**src/hw/rtl/acrp_pkg.sv**
```systemverilog
// Shared types and constants for the ATM cell rate policer.
package acrp_pkg;

   // Fixed-point layout of level, limit and increment
   localparam int FRAC_BITS  = 16;
   localparam int LEVEL_W    = 40;
   localparam int INCR_W     = 32;
   localparam int COUNT_W    = 32;
   localparam int TNOW_W     = 32;
   localparam int VCI_W      = 16;
   localparam int CSR_IDX_W  = 3;
   localparam int CSR_DATA_W = 40;

   localparam logic [LEVEL_W-1:0] LEVEL_MAX = {LEVEL_W{1'b1}};
   localparam logic [COUNT_W-1:0] COUNT_MAX = {COUNT_W{1'b1}};

   // Configuration register indexes
   localparam logic [CSR_IDX_W-1:0] CSR_INCREMENT     = 3'd0;
   localparam logic [CSR_IDX_W-1:0] CSR_LIMIT         = 3'd1;
   localparam logic [CSR_IDX_W-1:0] CSR_TAG_MODE      = 3'd2;
   localparam logic [CSR_IDX_W-1:0] CSR_FILTER_ENABLE = 3'd3;
   localparam logic [CSR_IDX_W-1:0] CSR_FILTER_VCI    = 3'd4;

   // Input operation codes
   typedef enum logic {
      OP_CELL       = 1'b0,
      OP_TIME_RESET = 1'b1
   } op_type;

   // Result action codes
   typedef enum logic [1:0] {
      ACT_NONE    = 2'd0,
      ACT_PASS    = 2'd1,
      ACT_TAG     = 2'd2,
      ACT_DISCARD = 2'd3
   } action_type;

   typedef struct packed {
      logic [INCR_W-1:0]  increment;
      logic [LEVEL_W-1:0] limit;
      logic               tag_mode;
      logic               filter_enable;
      logic [VCI_W-1:0]   filter_vci;
   } cfg_type;

   typedef struct packed {
      op_type            op;
      logic [TNOW_W-1:0] time_now;
      logic [VCI_W-1:0]  cell_vci;
      logic              cell_clp;
   } item_type;

   typedef struct packed {
      action_type         action;
      logic               clp_out;
      logic [LEVEL_W-1:0] level_out;
      logic [COUNT_W-1:0] violations;
      logic               count_saturated;
   } result_type;

endpackage

```
**src/hw/rtl/atm_cell_rate_policer.sv**
```systemverilog
// Top level of the ATM cell rate policer: stream ports, stage registers.
//
// ATM cell rate policer (continuous-state leaky bucket). One beat in gives
// one beat out, in order. A beat is taken every cycle while the result side
// keeps up; each beat is held in the input register, then the bucket update
// writes its result into the result register. The bucket level, last arrival
// time and violation counter are updated together, which allows a
// rate of one beat per cycle while the result side keeps up. Configuration
// writes are always accepted and must only be made while no beat is in flight.
module atm_cell_rate_policer
   import acrp_pkg::*;
#(
   parameter int TIME_WIDTH = 32
) (
   input  logic                  clock,
   input  logic                  reset,
   // tdata: time_now[31:0], cell_vci[47:32], cell_clp[48], zero pad [55:49]
   input  logic [55:0]           req_tdata,
   // tuser: op
   input  logic                  req_tuser,
   input  logic                  req_tvalid,
   output logic                  req_tready,
   // tdata: clp_out[0], level_out[40:1], violations[72:41],
   //        count_saturated[73], zero pad [79:74]
   output logic [79:0]           rsp_tdata,
   // tuser: action
   output logic [1:0]            rsp_tuser,
   output logic                  rsp_tvalid,
   input  logic                  rsp_tready,
   input  logic                  csr_valid,
   output logic                  csr_ready,
   input  logic [CSR_IDX_W-1:0]  csr_index,
   input  logic [CSR_DATA_W-1:0] csr_wdata
);

   cfg_type    cfg;
   item_type   in_ff, in_in;
   logic       in_valid_ff, in_valid_in;
   result_type rsp_ff;
   result_type result;
   logic       rsp_valid_ff, rsp_valid_in;
   logic       advance;

   acrp_csr u_csr (
      .clock     (clock),
      .reset     (reset),
      .csr_valid (csr_valid),
      .csr_ready (csr_ready),
      .csr_index (csr_index),
      .csr_wdata (csr_wdata),
      .cfg       (cfg)
   );

   acrp_core #(.TIME_WIDTH(TIME_WIDTH)) u_core (
      .clock  (clock),
      .reset  (reset),
      .cfg    (cfg),
      .step   (advance),
      .item   (in_ff),
      .result (result)
   );

   // Handshake: the held beat moves on when the result slot is free
   assign advance    = in_valid_ff && (!rsp_valid_ff || rsp_tready);
   assign req_tready = !in_valid_ff || advance;

   // Input stage
   always_comb begin
      in_in.op       = op_type'(req_tuser);
      in_in.time_now = req_tdata[31:0];
      in_in.cell_vci = req_tdata[47:32];
      in_in.cell_clp = req_tdata[48];
      in_valid_in    = req_tvalid || (in_valid_ff && !advance);
   end

   // Result stage
   assign rsp_valid_in = advance || (rsp_valid_ff && !rsp_tready);

   always_ff @(posedge clock) begin
      if (reset) begin
         in_valid_ff  <= 1'b0;
         rsp_valid_ff <= 1'b0;
      end else begin
         if (req_tready) in_valid_ff <= in_valid_in;
         rsp_valid_ff <= rsp_valid_in;
      end
   end

   always_ff @(posedge clock) begin
      if (req_tvalid && req_tready) in_ff  <= in_in;
      if (advance)                  rsp_ff <= result;
   end

   assign rsp_tvalid = rsp_valid_ff;
   assign rsp_tuser  = rsp_ff.action;
   assign rsp_tdata  = {6'd0, rsp_ff.count_saturated, rsp_ff.violations,
                        rsp_ff.level_out, rsp_ff.clp_out};

endmodule

```
**src/hw/rtl/acrp_csr.sv**
```systemverilog
// Configuration register bank of the policer.
module acrp_csr
   import acrp_pkg::*;
(
   input  logic                  clock,
   input  logic                  reset,
   input  logic                  csr_valid,
   output logic                  csr_ready,
   input  logic [CSR_IDX_W-1:0]  csr_index,
   input  logic [CSR_DATA_W-1:0] csr_wdata,
   output cfg_type               cfg
);

   cfg_type cfg_ff;
   cfg_type cfg_in;

   // Writes are always taken
   assign csr_ready = 1'b1;
   assign cfg       = cfg_ff;

   // Register decode
   always_comb begin
      cfg_in = cfg_ff;
      if (csr_valid) begin
         unique case (csr_index)
            CSR_INCREMENT:     cfg_in.increment     = csr_wdata[INCR_W-1:0];
            CSR_LIMIT:         cfg_in.limit         = csr_wdata[LEVEL_W-1:0];
            CSR_TAG_MODE:      cfg_in.tag_mode      = csr_wdata[0];
            CSR_FILTER_ENABLE: cfg_in.filter_enable = csr_wdata[0];
            CSR_FILTER_VCI:    cfg_in.filter_vci    = csr_wdata[VCI_W-1:0];
            default: ;
         endcase
      end
   end

   always_ff @(posedge clock) begin
      if (reset) begin
         cfg_ff.increment     <= INCR_W'(1) << FRAC_BITS;
         cfg_ff.limit         <= LEVEL_W'(1) << FRAC_BITS;
         cfg_ff.tag_mode      <= 1'b1;
         cfg_ff.filter_enable <= 1'b0;
         cfg_ff.filter_vci    <= '0;
      end else begin
         cfg_ff <= cfg_in;
      end
   end

endmodule

```
**src/hw/rtl/acrp_core.sv**
```systemverilog
// Bucket state registers and the combinational policing update.
module acrp_core
   import acrp_pkg::*;
#(
   parameter int TIME_WIDTH = 32
) (
   input  logic       clock,
   input  logic       reset,
   input  cfg_type    cfg,
   input  logic       step,
   input  item_type   item,
   output result_type result
);

   localparam int CMP_W = (TIME_WIDTH > LEVEL_W) ? TIME_WIDTH : LEVEL_W;

   logic [LEVEL_W-1:0]    level_ff, level_in;
   logic [TIME_WIDTH-1:0] last_ff, last_in;
   logic [COUNT_W-1:0]    count_ff, count_in;

   logic [TIME_WIDTH-1:0] now_t;
   logic [TIME_WIDTH-1:0] elapsed;
   logic [CMP_W-1:0]      elapsed_c;
   logic [CMP_W-1:0]      level_int;
   logic [LEVEL_W-1:0]    drained;
   logic [LEVEL_W:0]      sum;
   logic                  policed;
   logic                  violate;

   // Drain: one unit per elapsed slot, clamped at zero
   assign now_t     = TIME_WIDTH'(item.time_now);
   assign elapsed   = now_t - last_ff;
   assign elapsed_c = CMP_W'(elapsed);
   assign level_int = CMP_W'(level_ff >> FRAC_BITS);
   assign drained   = (elapsed_c > level_int) ? '0
                    : level_ff - LEVEL_W'(elapsed_c << FRAC_BITS);

   // Judge and add with saturation
   assign policed = (item.op == OP_CELL) && !item.cell_clp &&
                    (!cfg.filter_enable || (item.cell_vci == cfg.filter_vci));
   assign violate = drained > cfg.limit;
   assign sum     = {1'b0, drained} + (LEVEL_W+1)'(cfg.increment);

   always_comb begin
      level_in       = level_ff;
      last_in        = last_ff;
      count_in       = count_ff;
      result.action  = ACT_PASS;
      result.clp_out = item.cell_clp;
      if (item.op == OP_TIME_RESET) begin
         level_in       = drained;
         last_in        = '0;
         result.action  = ACT_NONE;
         result.clp_out = 1'b0;
      end else if (policed) begin
         last_in = now_t;
         if (violate) begin
            level_in = drained;
            if (count_ff != COUNT_MAX) count_in = count_ff + COUNT_W'(1);
            if (cfg.tag_mode) begin
               result.action  = ACT_TAG;
               result.clp_out = 1'b1;
            end else begin
               result.action  = ACT_DISCARD;
               result.clp_out = 1'b0;
            end
         end else begin
            level_in       = sum[LEVEL_W] ? LEVEL_MAX : sum[LEVEL_W-1:0];
            result.clp_out = 1'b0;
         end
      end
      result.level_out       = level_in;
      result.violations      = count_in;
      result.count_saturated = (count_in == COUNT_MAX);
   end

   // State only moves on a step
   always_ff @(posedge clock) begin
      if (reset) begin
         level_ff <= '0;
         last_ff  <= '0;
         count_ff <= '0;
      end else if (step) begin
         level_ff <= level_in;
         last_ff  <= last_in;
         count_ff <= count_in;
      end
   end

`ifndef SYNTHESIS
   a_count_idle: assert property (@(posedge clock) disable iff (reset)
      !step |=> $stable(count_ff) && $stable(level_ff) && $stable(last_ff))
      else $error("policer state moved without a step");

   a_count_mono: assert property (@(posedge clock) disable iff (reset)
      step |=> count_ff >= $past(count_ff))
      else $error("violation count went backwards");

   a_time_reset: assert property (@(posedge clock) disable iff (reset)
      step && item.op == OP_TIME_RESET |=> last_ff == '0)
      else $error("time base reset left last arrival set");

   a_pass_keeps: assert property (@(posedge clock) disable iff (reset)
      step && item.op == OP_CELL && !policed |=> $stable(level_ff))
      else $error("unpoliced cell changed the bucket");
`endif

endmodule
```
**config.mk**
```make
export PLATFORM = sky130hd
export DESIGN_NAME = atm_cell_rate_policer
export DESIGN_NICKNAME = d
export VERILOG_FILES = /design/src/hw/rtl/acrp_pkg.sv /design/src/hw/rtl/atm_cell_rate_policer.sv /design/src/hw/rtl/acrp_csr.sv /design/src/hw/rtl/acrp_core.sv
export SDC_FILE = /design/constraint.sdc
export NUM_CORES = 1
export LEC_CHECK = 0
export BUFFER_PORTS_ARGS = -buffer_cell sky130_fd_sc_hd__buf_4
export CAP_MARGIN = 20
export CORE_ASPECT_RATIO = 1.2
export CORE_MARGIN = 3
export CORE_UTILIZATION = 40
export CTS_BUF_LIST = sky130_fd_sc_hd__clkbuf_4
export DETAILED_ROUTE_END_ITERATION = 10
export PLACE_DENSITY = 0.61
export SLEW_MARGIN = 30
export SYNTH_ARGS = -nofsm -noshare
export SYNTH_HDL_FRONTEND = slang
export SYNTH_SLANG_ARGS = --single-unit
export TNS_END_PERCENT = 100
```
**constraint.sdc**
```tcl
create_clock -name clock -period 7.8 [get_ports clock]
set_input_delay 0 -clock clock [delete_from_list [all_inputs] [get_ports clock]]
set_output_delay 0 -clock clock [all_outputs]
set_load 0.05 [all_outputs]
```
==> impl_metrics.yaml <==
floorplan:
  initial_util_pct: 40.5
  design.core.area_mm2: 0.0493
  core.rowCount: 89
  die_w_um: 210
  die_area_mm2: 0.0527
  floorplan.die.height_um: 251
  floorplan.io_pins: 190
cells_and_area:
  final_util_pct: 53.3
  final_layout_size_suffix_gt1_share_pct: 20.2
  multi_input_area_mm2: 0.0116
  area_growth_pct: 31.6
  layout.cell_area.non_filler_mm2: 0.0263
  layout.cells.most_common: "nand2_1"
  fin_nets: 3128
  layout.cells.non_filler: 3575
  commonest_non_fill_non_tap_cells_in_the_layout: "nand2_1, buf_4, a21oi_1"
  combined_flip_flop_and_latch_cell_area_mm2: 0.00771
  nFillCells: 4612
placed_design:
  place_inst: 3199
  placed_cell_area_mm2: 0.0226
  detailed_place_hpwl_mm: 46.9
  place.gp.congestion: 0.931
  place.port_buffers: 175
timing:
  final-hold-violation-count: 0
  setup_viol: 0
  maxSlewViolCount: 0
  timing.hold.ws_ps: 112
  timing.fmax_ghz: 0.133
  tightest_pin_transition_ps: 1040
  max_slew_margin_pct: 30.8
  fin_crit_ps: 7510
  min_period_over_period_pct: 96.2
  clock-skew-final_ps: 63.3
cts:
  root_buffer: "clkbuf_4"
  cts_tree: "yes"
  htree_levels: 3
  cts.sinks: 322
  clock_latency_ps: 820
  clk_pin_slew_worst_paths_ps: 70
  cts-root-to-sink-buffers: 3
  cts_made_buffers: 85
synthesis:
  yosys.area_share.xor_xnor_pct: 6.57
  yosys.area.top_type: "dfxtp_1"
  postSynth.asyncResetShare_pct: 0
  synth_area_mm2: 0.0200
  synth-seq-area-share_pct: 38.5
  synth.top_cell.area_share_pct: 19.6
  synth.mux.area_fraction_pct: 0.307
  ff_latch_count_synth: 322
  ys_types: 88
  synth_cells: 2382
  synth_enable_flop_cells: 126
  total_number_of_yosys_warnings: 0
  synth_top_family_by_area: "compound AO/OA/AOI/OAI gates"
  area_fraction_in_compound_gates_after_synthesis_pct: 19.7
  synth_simple_gate_area_share_pct: 19.3
  netlist_top_cells_area: "dfxtp_1, edfxtp_1, ha_1"
  synth_fa_ha_area_share_pct: 9.75
  syn-mean-instance-area_um2: 8.39
  ys_dominant_reg_cell: "dfxtp_1"
detailed_routing:
  drt_iter0_markers: 1237
  drt_pre_antenna_iters: 6
  routed_wire_length_mm: 65.7
  drtAntennaViolNets: 0
  post_drt_via_cell_ratio: 5.44
  remaining_drc_errors: 0
  routed_wire_length_per_instance_um: 18.4
  routed-via-count: 19500
pwr:
  p_sw_share_pct: 31.3
  pwr-share-seq_pct: 41.8
  intPower_uw: 3040
  netSwitchingPower_uw: 1380
  clockPowerShare_pct: 35.2
  leakagePower_uw: 0.0105
  vdd.ir_drop.worst_uv: 85.8
  power.density_mw_per_mm2: 168
  part_of_the_power_in_combinational_logic_pct: 23.0
critical_path:
  critical-path-top-cell-by-count: "buf_4"
  critical_path.endpoint_type: "flop"
  slowest_delay_ps: 430
  timing.setup.critical_path_class: "flop to flop"
  timing.critical_path.fanout_max: 7
  critical_path.startpoint_type: "flop"
  worst_ep_required_ps: 8450
  critPathArrivalTime_ps: 8150
  critical-path-slowest-cell: "or4_1"
run:
  maxCapViolations: 0
grt:
  grt_first_pass_wirelength_mm: 103
  via_count_of_the_first_global_routing_pass: 19200
  gr-usage-all-layers_pct: 24.3
  pin_count_of_the_biggest_net_entering_global_routing: 80
  grt_overflow_total: 0
  grt_antenna_before_repair: 2
outcome:
  run_status: "complete, no violations"
hold_path:
  hold_path_class: "input pin to flop"
-- synth_stat cells (all sizes together) (5+ instances only) --
cell type	instances
ha	151
o21a	23
nand4	44
xor2	69
o221ai	12
o22ai	12
a22oi	10
nand2b	18
a211o	10
or3	10
and3	18
a21boi	9
dfxtp	196
a31oi	22
o21ai	98
nor3	35
nor3b	5
o2111ai	7
mux2i	5
a211oi	26
nand3	90
nor2b	15
xnor2	81
and2	21
a221oi	5
and4	9
clkbuf	96
inv	165
a21oi	271
o31ai	8
a221o	8
buf	30
a21o	32
or4	6
o21bai	9
nor2	186
edfxtp	126
nand2	342
nor4	18
or2	8
o211ai	11
-- cell families after synthesis --
| logic type | after synthesis |
|---|---|
| multiplexers | 6 |
| XOR/XNOR | 150 |
| other | 2 |
| buffers and inverters | 291 |
| AO/OA/AOI/OAI | 621 |
| flip-flops | 322 |
| AND/OR/NAND/NOR | 836 |
| adder cells (fa/ha/maj) | 154 |
-- final timing paths --
check                                        from                 to  slack (ps)  cells past startpoint
worst min register to register  u_core.last_ff[4]  u_core.last_ff[4]         450                      2
worst min-delay path                 csr_wdata[0]      u_csr.cfg[17]         110                      4
worst max register to register          in_ff[18]      rsp_tdata[73]         290                     37
worst max-delay path                    in_ff[18]      rsp_tdata[73]         290                     37
-- state kept, by name (all words and copies together) (netlist names) --
| name | count |
|---|---|
| in_valid_ff | 1 |
| u_core.level_ff | 40 |
| in_ff | 50 |
| u_csr.cfg | 90 |
| rsp_tdata | 74 |
| u_core.count_ff | 32 |
| u_core.last_ff | 32 |
| rsp_tuser | 2 |
| rsp_tvalid | 1 |
-- power groups by stage --
stage | logic (uW) | clock network (uW) | registers, uW
finish | 1020 | 1560 | 1850
floorplan | 507 | 0 | 1940
detailed placement | 886 | 0 | 1880
CTS | 968 | 1600 | 1850
global placement | 881 | 0 | 1880
global route | 1100 | 1690 | 1850
-- layout make-up --
type / count / share of cell area, %
clock inverters: 15 / 0.342
multi-input cells: 1774 / 43.9
inverters: 165 / 2.36
clock buffers: 139 / 3.97
repair buffers: 521 / 17.1
flip-flops and latches: 322 / 29.3
diodes: 2 / 0.0190
well taps: 637 / 3.03
-- critical path: cells and delay by family, from the launching register on --
family	cells	cell delay, ps
compound gates	8	1450
xor+xnor	2	380
fa+ha+maj	3	840
buf+inv	6	910
flops	1	420
simple gates	18	3350
-- timing repair --
action / 4_1_cts / 5_1_grt
endpoints found under the hold margin: 201 / 0
setup buffers: 0 / 9
setup endpoints to repair: 5 / 124
resized for setup: 4 / 112
pin swaps: 1 / 32
hold buffers: 211 / 0
-- metrics by stage --
step	TNS [ps]	total power (uW)	setup slack, ps
detailed placement	-18.9	2770	-18.9
global route	-335	4640	-148
floorplan	0	2450	584
global placement	0	2760	224
CTS	-5.20	4420	-5.20
finish	0	4420	293
-- metal layers --
layer  routed length, um  part of all wire, %  track usage, %  vias up
li1                    -                    -               -     9460
met3                3380                  5.1            3.63      155
met5                   0                    0               0        -
met4                2380                  3.6            10.7        0
met2               32100                   49            41.6      609
met1               27900                   42            30.6     9236
Power figures use the tool's default switching activity.
